==> src/design/qet_pkg.sv <==
package qet_pkg;

  localparam int LINE_COUNT_DEF = 64;

  localparam int FUNC_W  = 3;
  localparam int LINE_W  = 6;
  localparam int EPOCH_W = 64;
  localparam int CNT_W   = 7;

  localparam int IN_DATA_W  = 72;
  localparam int IN_USER_W  = 4;
  localparam int OUT_DATA_W = 88;

  localparam logic [FUNC_W-1:0] FUNC_ATTACH  = 3'd0;
  localparam logic [FUNC_W-1:0] FUNC_ENTER   = 3'd1;
  localparam logic [FUNC_W-1:0] FUNC_EXIT    = 3'd2;
  localparam logic [FUNC_W-1:0] FUNC_QUERY   = 3'd3;
  localparam logic [FUNC_W-1:0] FUNC_STAMP   = 3'd4;
  localparam logic [FUNC_W-1:0] FUNC_CLEAR   = 3'd5;
  localparam logic [FUNC_W-1:0] FUNC_FIGURES = 3'd6;

  // result word, low bits last
  typedef struct packed {
    logic               pad;
    logic [CNT_W-1:0]   inside_count;
    logic [CNT_W-1:0]   registered_count;
    logic               all_clear;
    logic [EPOCH_W-1:0] new_stamp;
    logic               is_inside;
    logic               attach_ok;
    logic [LINE_W-1:0]  assigned_line;
  } res_t;

  typedef struct packed {
    logic accept;
    logic clear_step;
    logic scan_step;
    logic finish_query;
    logic finish_scan;
  } qet_cmd_t;

  typedef struct packed {
    logic out_free;
    logic req_query;
    logic req_scan;
    logic clear_last;
    logic scan_last;
  } qet_sts_t;

endpackage

==> src/design/qet_ram.sv <==
module qet_ram #(
  parameter int WIDTH = 64,
  parameter int DEPTH = 64,
  parameter int AW    = (DEPTH > 1) ? $clog2(DEPTH) : 1
) (
  input  logic             clk,
  input  logic             we,
  input  logic [AW-1:0]    waddr,
  input  logic [WIDTH-1:0] wdata,
  input  logic [AW-1:0]    raddr,
  output logic [WIDTH-1:0] rdata
);

  logic [WIDTH-1:0] mem [DEPTH];
  logic [WIDTH-1:0] rdata_r;

  always_ff @(posedge clk) begin
    if (we) begin
      mem[waddr] <= wdata;
    end
    rdata_r <= mem[raddr];
  end

  assign rdata = rdata_r;

endmodule

==> src/design/qet_ctrl.sv <==
module qet_ctrl (
  input  logic              clk,
  input  logic              rst_n,
  input  logic              in_tvalid,
  output logic              in_tready,
  input  qet_pkg::qet_sts_t sts,
  output qet_pkg::qet_cmd_t cmd
);

  import qet_pkg::*;

  typedef enum logic [4:0] {
    ST_CLEAR = 5'b00001,
    ST_IDLE  = 5'b00010,
    ST_QUERY = 5'b00100,
    ST_SCAN  = 5'b01000,
    ST_DRAIN = 5'b10000
  } state_t;

  state_t state_r, state_nxt;
  logic   accept;

  assign in_tready = (state_r == ST_IDLE) && sts.out_free;
  assign accept    = in_tvalid && in_tready;

  always_comb begin
    state_nxt = state_r;
    cmd       = '0;
    case (state_r)
      ST_CLEAR: begin
        cmd.clear_step = 1'b1;
        if (sts.clear_last) begin
          state_nxt = ST_IDLE;
        end
      end
      ST_IDLE: begin
        cmd.accept = accept;
        if (accept && sts.req_query) begin
          state_nxt = ST_QUERY;
        end else if (accept && sts.req_scan) begin
          state_nxt = ST_SCAN;
        end
      end
      ST_QUERY: begin
        cmd.finish_query = 1'b1;
        state_nxt        = ST_IDLE;
      end
      ST_SCAN: begin
        cmd.scan_step = 1'b1;
        if (sts.scan_last) begin
          state_nxt = ST_DRAIN;
        end
      end
      ST_DRAIN: begin
        cmd.finish_scan = 1'b1;
        state_nxt       = ST_IDLE;
      end
      default: begin
        state_nxt = ST_CLEAR;
      end
    endcase
  end

  always_ff @(posedge clk) begin
    if (!rst_n) begin
      state_r <= ST_CLEAR;
    end else begin
      state_r <= state_nxt;
    end
  end

endmodule

==> src/design/qet_dp.sv <==
module qet_dp #(
  parameter int LINE_COUNT = qet_pkg::LINE_COUNT_DEF
) (
  input  logic                           clk,
  input  logic                           rst_n,
  input  logic [qet_pkg::IN_DATA_W-1:0]  in_tdata,
  input  logic [qet_pkg::IN_USER_W-1:0]  in_tuser,
  output logic                           out_tvalid,
  input  logic                           out_tready,
  output logic [qet_pkg::OUT_DATA_W-1:0] out_tdata,
  input  qet_pkg::qet_cmd_t              cmd,
  output qet_pkg::qet_sts_t              sts
);

  import qet_pkg::*;

  localparam int AW = (LINE_COUNT > 1) ? $clog2(LINE_COUNT) : 1;
  localparam int CW = $clog2(LINE_COUNT + 1);

  logic [FUNC_W-1:0]  in_func;
  logic [LINE_W-1:0]  in_line;
  logic               in_held;
  logic [EPOCH_W-1:0] in_stamp;
  logic               in_usable;

  logic [CW-1:0]      attached_r, attached_nxt;
  logic [EPOCH_W-1:0] seq_r, seq_nxt;
  logic [FUNC_W-1:0]  func_r;
  logic               usable_r;
  logic [EPOCH_W-1:0] stamp_r;
  logic [AW-1:0]      ptr_r;
  logic               pend_r;
  logic               clear_acc_r, clear_nxt;
  logic [CW-1:0]      cnt_r, cnt_nxt;
  logic               out_tvalid_r;
  res_t               out_tdata_r, res_nxt;
  logic               load;

  logic               ram_we;
  logic [AW-1:0]      ram_waddr, ram_raddr;
  logic [EPOCH_W-1:0] ram_wdata, epoch;
  logic               epoch_set;

  assign in_func   = in_tuser[2:0];
  assign in_held   = in_tuser[3];
  assign in_line   = in_tdata[5:0];
  assign in_stamp  = in_tdata[69:6];
  assign in_usable = in_held && (32'(in_line) < 32'(LINE_COUNT));

  qet_ram #(
    .WIDTH (EPOCH_W),
    .DEPTH (LINE_COUNT)
  ) u_epochs (
    .clk   (clk),
    .we    (ram_we),
    .waddr (ram_waddr),
    .wdata (ram_wdata),
    .raddr (ram_raddr),
    .rdata (epoch)
  );

  always_comb begin
    ram_we    = 1'b0;
    ram_waddr = ptr_r;
    ram_wdata = '0;
    if (cmd.clear_step) begin
      ram_we = 1'b1;
    end else if (cmd.accept && in_usable &&
                 (in_func == FUNC_ENTER || in_func == FUNC_EXIT)) begin
      ram_we    = 1'b1;
      ram_waddr = AW'(in_line);
      ram_wdata = (in_func == FUNC_ENTER) ? seq_r : '0;
    end
  end

  assign ram_raddr = cmd.accept ? AW'(in_line) : ptr_r;

  assign epoch_set = (epoch != '0);
  assign clear_nxt = clear_acc_r & ~(pend_r & epoch_set & (epoch < stamp_r));
  assign cnt_nxt   = cnt_r + CW'(pend_r & epoch_set);

  assign sts.out_free   = !out_tvalid_r || out_tready;
  assign sts.req_query  = (in_func == FUNC_QUERY);
  assign sts.req_scan   = (in_func == FUNC_CLEAR || in_func == FUNC_FIGURES) &&
                          (attached_r != '0);
  assign sts.clear_last = (ptr_r == AW'(LINE_COUNT - 1));
  assign sts.scan_last  = (ptr_r == AW'(attached_r - CW'(1)));

  always_comb begin
    attached_nxt = attached_r;
    seq_nxt      = seq_r;
    res_nxt      = '0;
    load         = 1'b0;
    if (cmd.accept && !sts.req_query && !sts.req_scan) begin
      load = 1'b1;
      case (in_func)
        FUNC_ATTACH: begin
          if (in_held) begin
            res_nxt.assigned_line = in_line;
            res_nxt.attach_ok     = 1'b1;
          end else if (attached_r < CW'(LINE_COUNT)) begin
            res_nxt.assigned_line = LINE_W'(attached_r);
            res_nxt.attach_ok     = 1'b1;
            attached_nxt          = attached_r + CW'(1);
          end
        end
        FUNC_STAMP: begin
          seq_nxt           = seq_r + EPOCH_W'(1);
          res_nxt.new_stamp = seq_nxt;
        end
        FUNC_CLEAR: begin
          res_nxt.all_clear = 1'b1;
        end
        default: begin
        end
      endcase
    end else if (cmd.finish_query) begin
      load              = 1'b1;
      res_nxt.is_inside = usable_r && epoch_set;
    end else if (cmd.finish_scan) begin
      load = 1'b1;
      if (func_r == FUNC_CLEAR) begin
        res_nxt.all_clear = clear_nxt;
      end else begin
        res_nxt.registered_count = CNT_W'(attached_r);
        res_nxt.inside_count     = CNT_W'(cnt_nxt);
      end
    end
  end

  always_ff @(posedge clk) begin
    if (!rst_n) begin
      attached_r   <= '0;
      seq_r        <= EPOCH_W'(1);
      ptr_r        <= '0;
      pend_r       <= 1'b0;
      out_tvalid_r <= 1'b0;
    end else begin
      attached_r <= attached_nxt;
      seq_r      <= seq_nxt;
      pend_r     <= cmd.scan_step;
      if (cmd.accept) begin
        ptr_r <= '0;
      end else if (cmd.clear_step || cmd.scan_step) begin
        ptr_r <= ptr_r + AW'(1);
      end
      if (load) begin
        out_tvalid_r <= 1'b1;
      end else if (out_tready) begin
        out_tvalid_r <= 1'b0;
      end
    end
  end

  always_ff @(posedge clk) begin
    if (cmd.accept) begin
      func_r      <= in_func;
      usable_r    <= in_usable;
      stamp_r     <= in_stamp;
      clear_acc_r <= 1'b1;
      cnt_r       <= '0;
    end else begin
      clear_acc_r <= clear_nxt;
      cnt_r       <= cnt_nxt;
    end
    if (load) begin
      out_tdata_r <= res_nxt;
    end
  end

  assign out_tvalid = out_tvalid_r;
  assign out_tdata  = out_tdata_r;

endmodule

==> src/design/quiescent_epoch_tracker_top.sv <==
// Quiescent epoch tracker: one result per request, taken one request at a
// time. Attach, enter, exit, stamp and unused codes have their result
// registered in the cycle after the request is taken; the inside query first
// waits on a registered read of the epoch table; clear check and figures step
// through the n attached lines and a drain step (n = 0: answered like the
// simple codes), since the single read port of the epoch table supplies one
// line per cycle. A new request is taken only while the output register is
// empty or being read in the same cycle, so a stalled result holds off the input.
// After reset the table is zeroed one line per cycle, with in_tready low.
module quiescent_epoch_tracker_top #(
  parameter int LINE_COUNT = qet_pkg::LINE_COUNT_DEF
) (
  input  logic                           clk,
  input  logic                           rst_n,
  input  logic                           in_tvalid,
  output logic                           in_tready,
  input  logic [qet_pkg::IN_DATA_W-1:0]  in_tdata,   // line[5:0], stamp_value[69:6], pad
  input  logic [qet_pkg::IN_USER_W-1:0]  in_tuser,   // func[2:0], line_valid[3]
  output logic                           out_tvalid,
  input  logic                           out_tready,
  output logic [qet_pkg::OUT_DATA_W-1:0] out_tdata   // assigned_line[5:0], attach_ok[6],
                                                     // is_inside[7], new_stamp[71:8],
                                                     // all_clear[72],
                                                     // registered_count[79:73],
                                                     // inside_count[86:80], pad
);

  import qet_pkg::*;

  qet_cmd_t cmd;
  qet_sts_t sts;

  qet_ctrl u_ctrl (
    .clk       (clk),
    .rst_n     (rst_n),
    .in_tvalid (in_tvalid),
    .in_tready (in_tready),
    .sts       (sts),
    .cmd       (cmd)
  );

  qet_dp #(
    .LINE_COUNT (LINE_COUNT)
  ) u_dp (
    .clk        (clk),
    .rst_n      (rst_n),
    .in_tdata   (in_tdata),
    .in_tuser   (in_tuser),
    .out_tvalid (out_tvalid),
    .out_tready (out_tready),
    .out_tdata  (out_tdata),
    .cmd        (cmd),
    .sts        (sts)
  );

endmodule

==> config.mk <==
export PLATFORM = sky130hd
export DESIGN_NAME = quiescent_epoch_tracker_top
export DESIGN_NICKNAME = d
export VERILOG_FILES = /design/src/design/qet_pkg.sv /design/src/design/qet_ram.sv /design/src/design/qet_ctrl.sv /design/src/design/qet_dp.sv /design/src/design/quiescent_epoch_tracker_top.sv
export SDC_FILE = /design/constraint.sdc
export NUM_CORES = 2
export LEC_CHECK = 0
export BUFFER_PORTS_ARGS = -buffer_cell sky130_fd_sc_hd__buf_2
export CAP_MARGIN = 20
export CELL_PAD_IN_SITES_DETAIL_PLACEMENT = 2
export CELL_PAD_IN_SITES_GLOBAL_PLACEMENT = 2
export CORE_MARGIN = 8
export CORE_UTILIZATION = 50
export CTS_BUF_LIST = sky130_fd_sc_hd__clkbuf_8
export DETAILED_ROUTE_END_ITERATION = 16
export HOLD_SLACK_MARGIN = 0.02
export PLACE_DENSITY = 0.78
export SYNTH_ARGS = -nofsm -noshare
export SYNTH_HDL_FRONTEND = slang
export SYNTH_SLANG_ARGS = --single-unit
==> constraint.sdc <==
create_clock -name clk -period 9.45 [get_ports clk]
set_input_delay 0.945 -clock clk [delete_from_list [all_inputs] [get_ports clk]]
set_output_delay 0.945 -clock clk [all_outputs]
set_load 0.02 [all_outputs]
==> reports/results.ini, run 1 <==
[clock_tree]
h-tree-depth=6
cts_buffers=712
cts_buffer_depth=4
hold_buffers=68
cts_resized=0
post-cts-setup-buffer-count=0
clock-sinks=4407
clock-root-buffer=clkbuf_8

[run_status]
error_line=[ERROR DPL-0033] detailed placement checks failed during check placement.
lastStage=4_1_cts
status=aborted with a tool error

[die]
start_util_pct=50.2
fp.dieH_um=597
design.portCount=170
chipWidth_um=597
fp-row-count=213

[logic_synthesis]
synth_edf_count=4251
ys_seq_area_share_pct=77.4
ys_types=74
syn-num-nets=8738
syn_area_per_cell_um2=19.7
ys_async_sr_fraction_pct=0
yosys_most_used_dff=edfxtp_1
syn_area_mm2=0.169
yosysWarnings=0
ys_ff_latch=4407
synth_cells=8588

[place]
gp_congestion=0.808
hpwl_mm=427
io_buffers=166

[cell families after synthesis]
kind of cell / after synthesis / synth area share, %
compound gates: 987 / 4.45
xor+xnor: 128 / 0.664
fa+ha+maj: 70 / 0.519
buf+inv: 592 / 1.46
flops: 4407 / 77.4
mux: 910 / 11.0
other cells: 1 / 0.00222
simple gates: 1493 / 4.42
[cell usage after synthesis (33+ instances only)]
library cell	instances	area share (%)
a2111oi_0	74	0.38
a211oi_1	153	0.68
a21oi_1	47	0.14
a22oi_1	403	1.8
a311oi_1	39	0.20
a31oi_1	50	0.19
a32oi_1	100	0.52
and2_1	89	0.33
and3_1	245	0.91
and4_1	53	0.27
buf_1	33	0.073
buf_2	110	0.33
clkbuf_1	340	0.76
dfxtp_1	156	1.8
edfxtp_1	4251	76
ha_1	70	0.52
inv_1	82	0.18
mux2i_1	143	0.85
mux4_2	763	10
nand2_1	512	1.1
nand3_1	83	0.25
nand4_1	99	0.37
nor2_1	262	0.58
nor4_1	38	0.14
o21ai_0	33	0.098
xnor2_1	71	0.37
xor2_1	57	0.30
[through the flow]
step	instances	setup WS (ns)	instance area, um^2	hold WS [ns]
after floorplan	8588	0.740	169000	0.468
after global placement	13008	3.59	176000	0.516
after detailed placement	13010	2.69	176000	0.585
==> run 2, diff against run 1 <==
--- a/config.mk
+++ b/config.mk
@@ -7,14 +7,10 @@
 export LEC_CHECK = 0
 export BUFFER_PORTS_ARGS = -buffer_cell sky130_fd_sc_hd__buf_2
 export CAP_MARGIN = 20
-export CELL_PAD_IN_SITES_DETAIL_PLACEMENT = 2
-export CELL_PAD_IN_SITES_GLOBAL_PLACEMENT = 2
 export CORE_MARGIN = 8
-export CORE_UTILIZATION = 50
-export CTS_BUF_LIST = sky130_fd_sc_hd__clkbuf_8
+export CORE_UTILIZATION = 35
 export DETAILED_ROUTE_END_ITERATION = 16
-export HOLD_SLACK_MARGIN = 0.02
-export PLACE_DENSITY = 0.78
+export PLACE_DENSITY_LB_ADDON = 0.15
 export SYNTH_ARGS = -nofsm -noshare
 export SYNTH_HDL_FRONTEND = slang
 export SYNTH_SLANG_ARGS = --single-unit
==> run 2 against run 1 <==
Net effect:
- the flow now finishes without violations
- synthesized area unchanged
- synthesized cell count unchanged
==> reports/results.ini, run 2 <==
[die]
die_area_mm2=0.505
start_util_pct=35.1
design.portCount=170
core_mm2=0.481
fp-row-count=255
chipWidth_um=711
fp.dieH_um=711

[grt]
grt_overflow=0
grt_max_degree=121
grt_usage_pct=20.8
antenna_found_initial=40
grt_pass1_vias=89552
grt_pass1_wl_mm=739

[finish]
final_common_cell=edfxtp_1
instances_no_fill=15854
largest_reg_flops=4096
num-nets-final=9191
drive_gt1_share_pct=21.6
max_flop_register=u_dp.u_epochs.mem
area_delta_synth_final_pct=15.2
final_cell_mix=4251 x edfxtp_1, 763 x mux4_2, 510 x nand2_1, 467 x clkbuf_16, 402 x a22oi_1

[logic_synthesis]
ys_types=74
yosys_most_used_dff=edfxtp_1
synth.area.top_cells=edfxtp_1 76%, mux4_2 10%, dfxtp_1 1.8%
synth_cells=8588
ys_async_sr_fraction_pct=0
netlist.area_leader.share_pct=75.6
synth_edf_count=4251
synthMostInstantiatedCell=edfxtp_1
syn_area_mm2=0.169
syn-num-nets=8738
ys_ff_latch=4407
yosys-top-cells-count=4251 x edfxtp_1, 763 x mux4_2, 512 x nand2_1, 403 x a22oi_1, 340 x clkbuf_1
syn_area_per_cell_um2=19.7
yosysWarnings=0
yosysTopAreaCell=edfxtp_1
ys_seq_area_share_pct=77.4

[route]
wire_per_inst_um=34.1
drt_wl_total_mm=540
viasPerCell=5.66
dr.pass1.iters=6
ant_nets=0
route.vias.total=89721
drcViolationCount=0
drt_iter0_markers=9823

[power]
swShare_pct=22.3
vdd_drop_max_v=0.000156
p_int_uw=32100
seqPwrFrac_pct=52.3
power_frac_clock_pct=43.0
combPwrFrac_pct=4.7
powerDensity_mw_per_mm2=213
p_sw_uw=9210
leakagePower_uw=0.0676

[timing]
finClkSkew_ns=0.0732
fin_crit_ns=5.46
setup_violations=0
fmax_ghz=0.183
final_hold_viol_count=0
worst_slack_ns=3.99
maxSlewViolCount=0
worst_slew_pin_slew_ns=1.20
fin_tns_setup_ns=0
period_share_pct=57.7
max_slew_margin_pct=19.8
rsz0062_at_grt=false

[setup_path]
cp_data_arrival_time_ns=6.05
cp_top_family=simple AND/OR/NAND/NOR gates
worstSetupEndpointType=flop
required_ns=10.05
crit_type=flop to flop
cp-start-kind=flop
cpMostUsedCell=buf_4
cp_cell_sequence=nor4_2 -> buf_4 -> nand3_1 -> buf_4 -> or4_1 -> o22ai_1 -> nand2_1 -> nor2_4 -> buf_4
path_max_fanout=44
critical_path_buf_inv_count=3
slowest_delay_ns=1.03
cpMaxStageDelayCell=nor2_4

[clock_tree]
clkLatencyLatePin_ns=1.03
cts_buffer_depth=4
cts_tree=yes
clock-root-buffer=clkbuf_16
cts_buffers=461
clkTransAtPathRegs_ns=0.06
h-tree-depth=5
cts_resized=0
clock-sinks=4407

[place]
io_buffers=166
place_ws_ns=3.25
dp_cells=14951
hpwl_mm=305
gp_congestion=0.795

[run_status]
status=complete, no violations

[worst_hold_path]
holdCritPathClass=input pin to flop

[flow_run]
max_cap_violations=0

==> run 2: cell counts after synthesis <==
Identical to the previous run, type by type.
==> run 2: repair_timing <==
item                                   in CTS  in global routing
setup buffers                               0                  0
hold buffers                               15                  0
endpoints found under the hold margin      15                  0
==> run 2: worst register-to-register path, stage by stage (launching register included) <==
cell and delay (ns):
dfxtp_1 0.38, nor4_2 0.29, buf_4 0.23, nand3_1 0.09
buf_4 0.26, or4_1 0.80, o22ai_1 0.44, nand2_1 0.53
nor2_4 1.03, buf_4 0.87
==> run 2: worst paths after layout <==
path,startpoint,end,slack (ns),depth (start not counted)
max,u_ctrl.state_r[4]$_SDFFE_PN0P_,u_dp.u_epochs.mem[9][52]$_DFFE_PP_,3.99,9
min,in_tdata[12],u_dp.stamp_r[6]$_DFFE_PP_,0.10,1
max reg2reg,u_ctrl.state_r[4]$_SDFFE_PN0P_,u_dp.u_epochs.mem[9][52]$_DFFE_PP_,3.99,9
min reg2reg,u_dp.cnt_r[6]$_SDFF_PP0_,u_dp.cnt_r[6]$_SDFF_PP0_,0.52,2
==> run 2: layer usage <==
metal / routed length [um] / vias to the layer above / global-route usage [%]
met3: 35800 / 677 / 3.01
met2: 259000 / 3246 / 34.2
met4: 14200 / 4 / 5.29
li1: - / 36466 / -
met1: 231000 / 49328 / 29.3
met5: 27 / - / 0
==> run 2: metrics by stage <==
stage / power [uW] / hold WS (ns) / utilization (%) / cell area (um^2)
floorplan: 23100 / 0.468 / - / 169000
global placement: 24000 / 0.501 / 37.1 / 179000
detailed placement: 24000 / 0.513 / 37.2 / 179000
CTS: 41700 / 0.000473 / 40.2 / 194000
global route: 42500 / 0.0395 / 40.4 / 195000
finish: 41400 / 0.103 / 40.4 / 195000
==> run 2: logic make-up (layout without fill, tap and decap cells) <==
group	Yosys count	count (layout)	share of synthesized area [%]
AO/OA/AOI/OAI	987	987	4.45
XOR/XNOR	128	128	0.664
adder cells (fa/ha/maj)	70	70	0.519
buffers and inverters	592	1425	1.46
flip-flops	4407	4407	77.4
multiplexers	910	910	11.0
other	1	9	0.00222
AND/OR/NAND/NOR	1493	1493	4.42
==> run 2: final cells by class <==
| cell class | count | area [um^2] |
|---|---|---|
| diodes | 8 | 20.0 |
| clock inverters | 240 | 2350 |
| inverters | 84 | 318 |
| repair buffers | 498 | 4330 |
| flip-flops and latches | 4407 | 131000 |
| multi-input cells | 3589 | 36400 |
| clock buffers | 603 | 12300 |
| fillers | 42764 | 287000 |
| well taps | 6425 | 8040 |
==> run 2: power by group through the flow <==
stage	Clock (uW)	Combinational (uW)	Sequential, uW
after floorplan	0	1260	21800
after global placement	0	1950	22000
after detailed placement	0	1960	22000
after CTS	18100	1970	21600
after global routing	18800	2070	21600
final	17800	1940	21600
(Power assumes the default switching activity.)
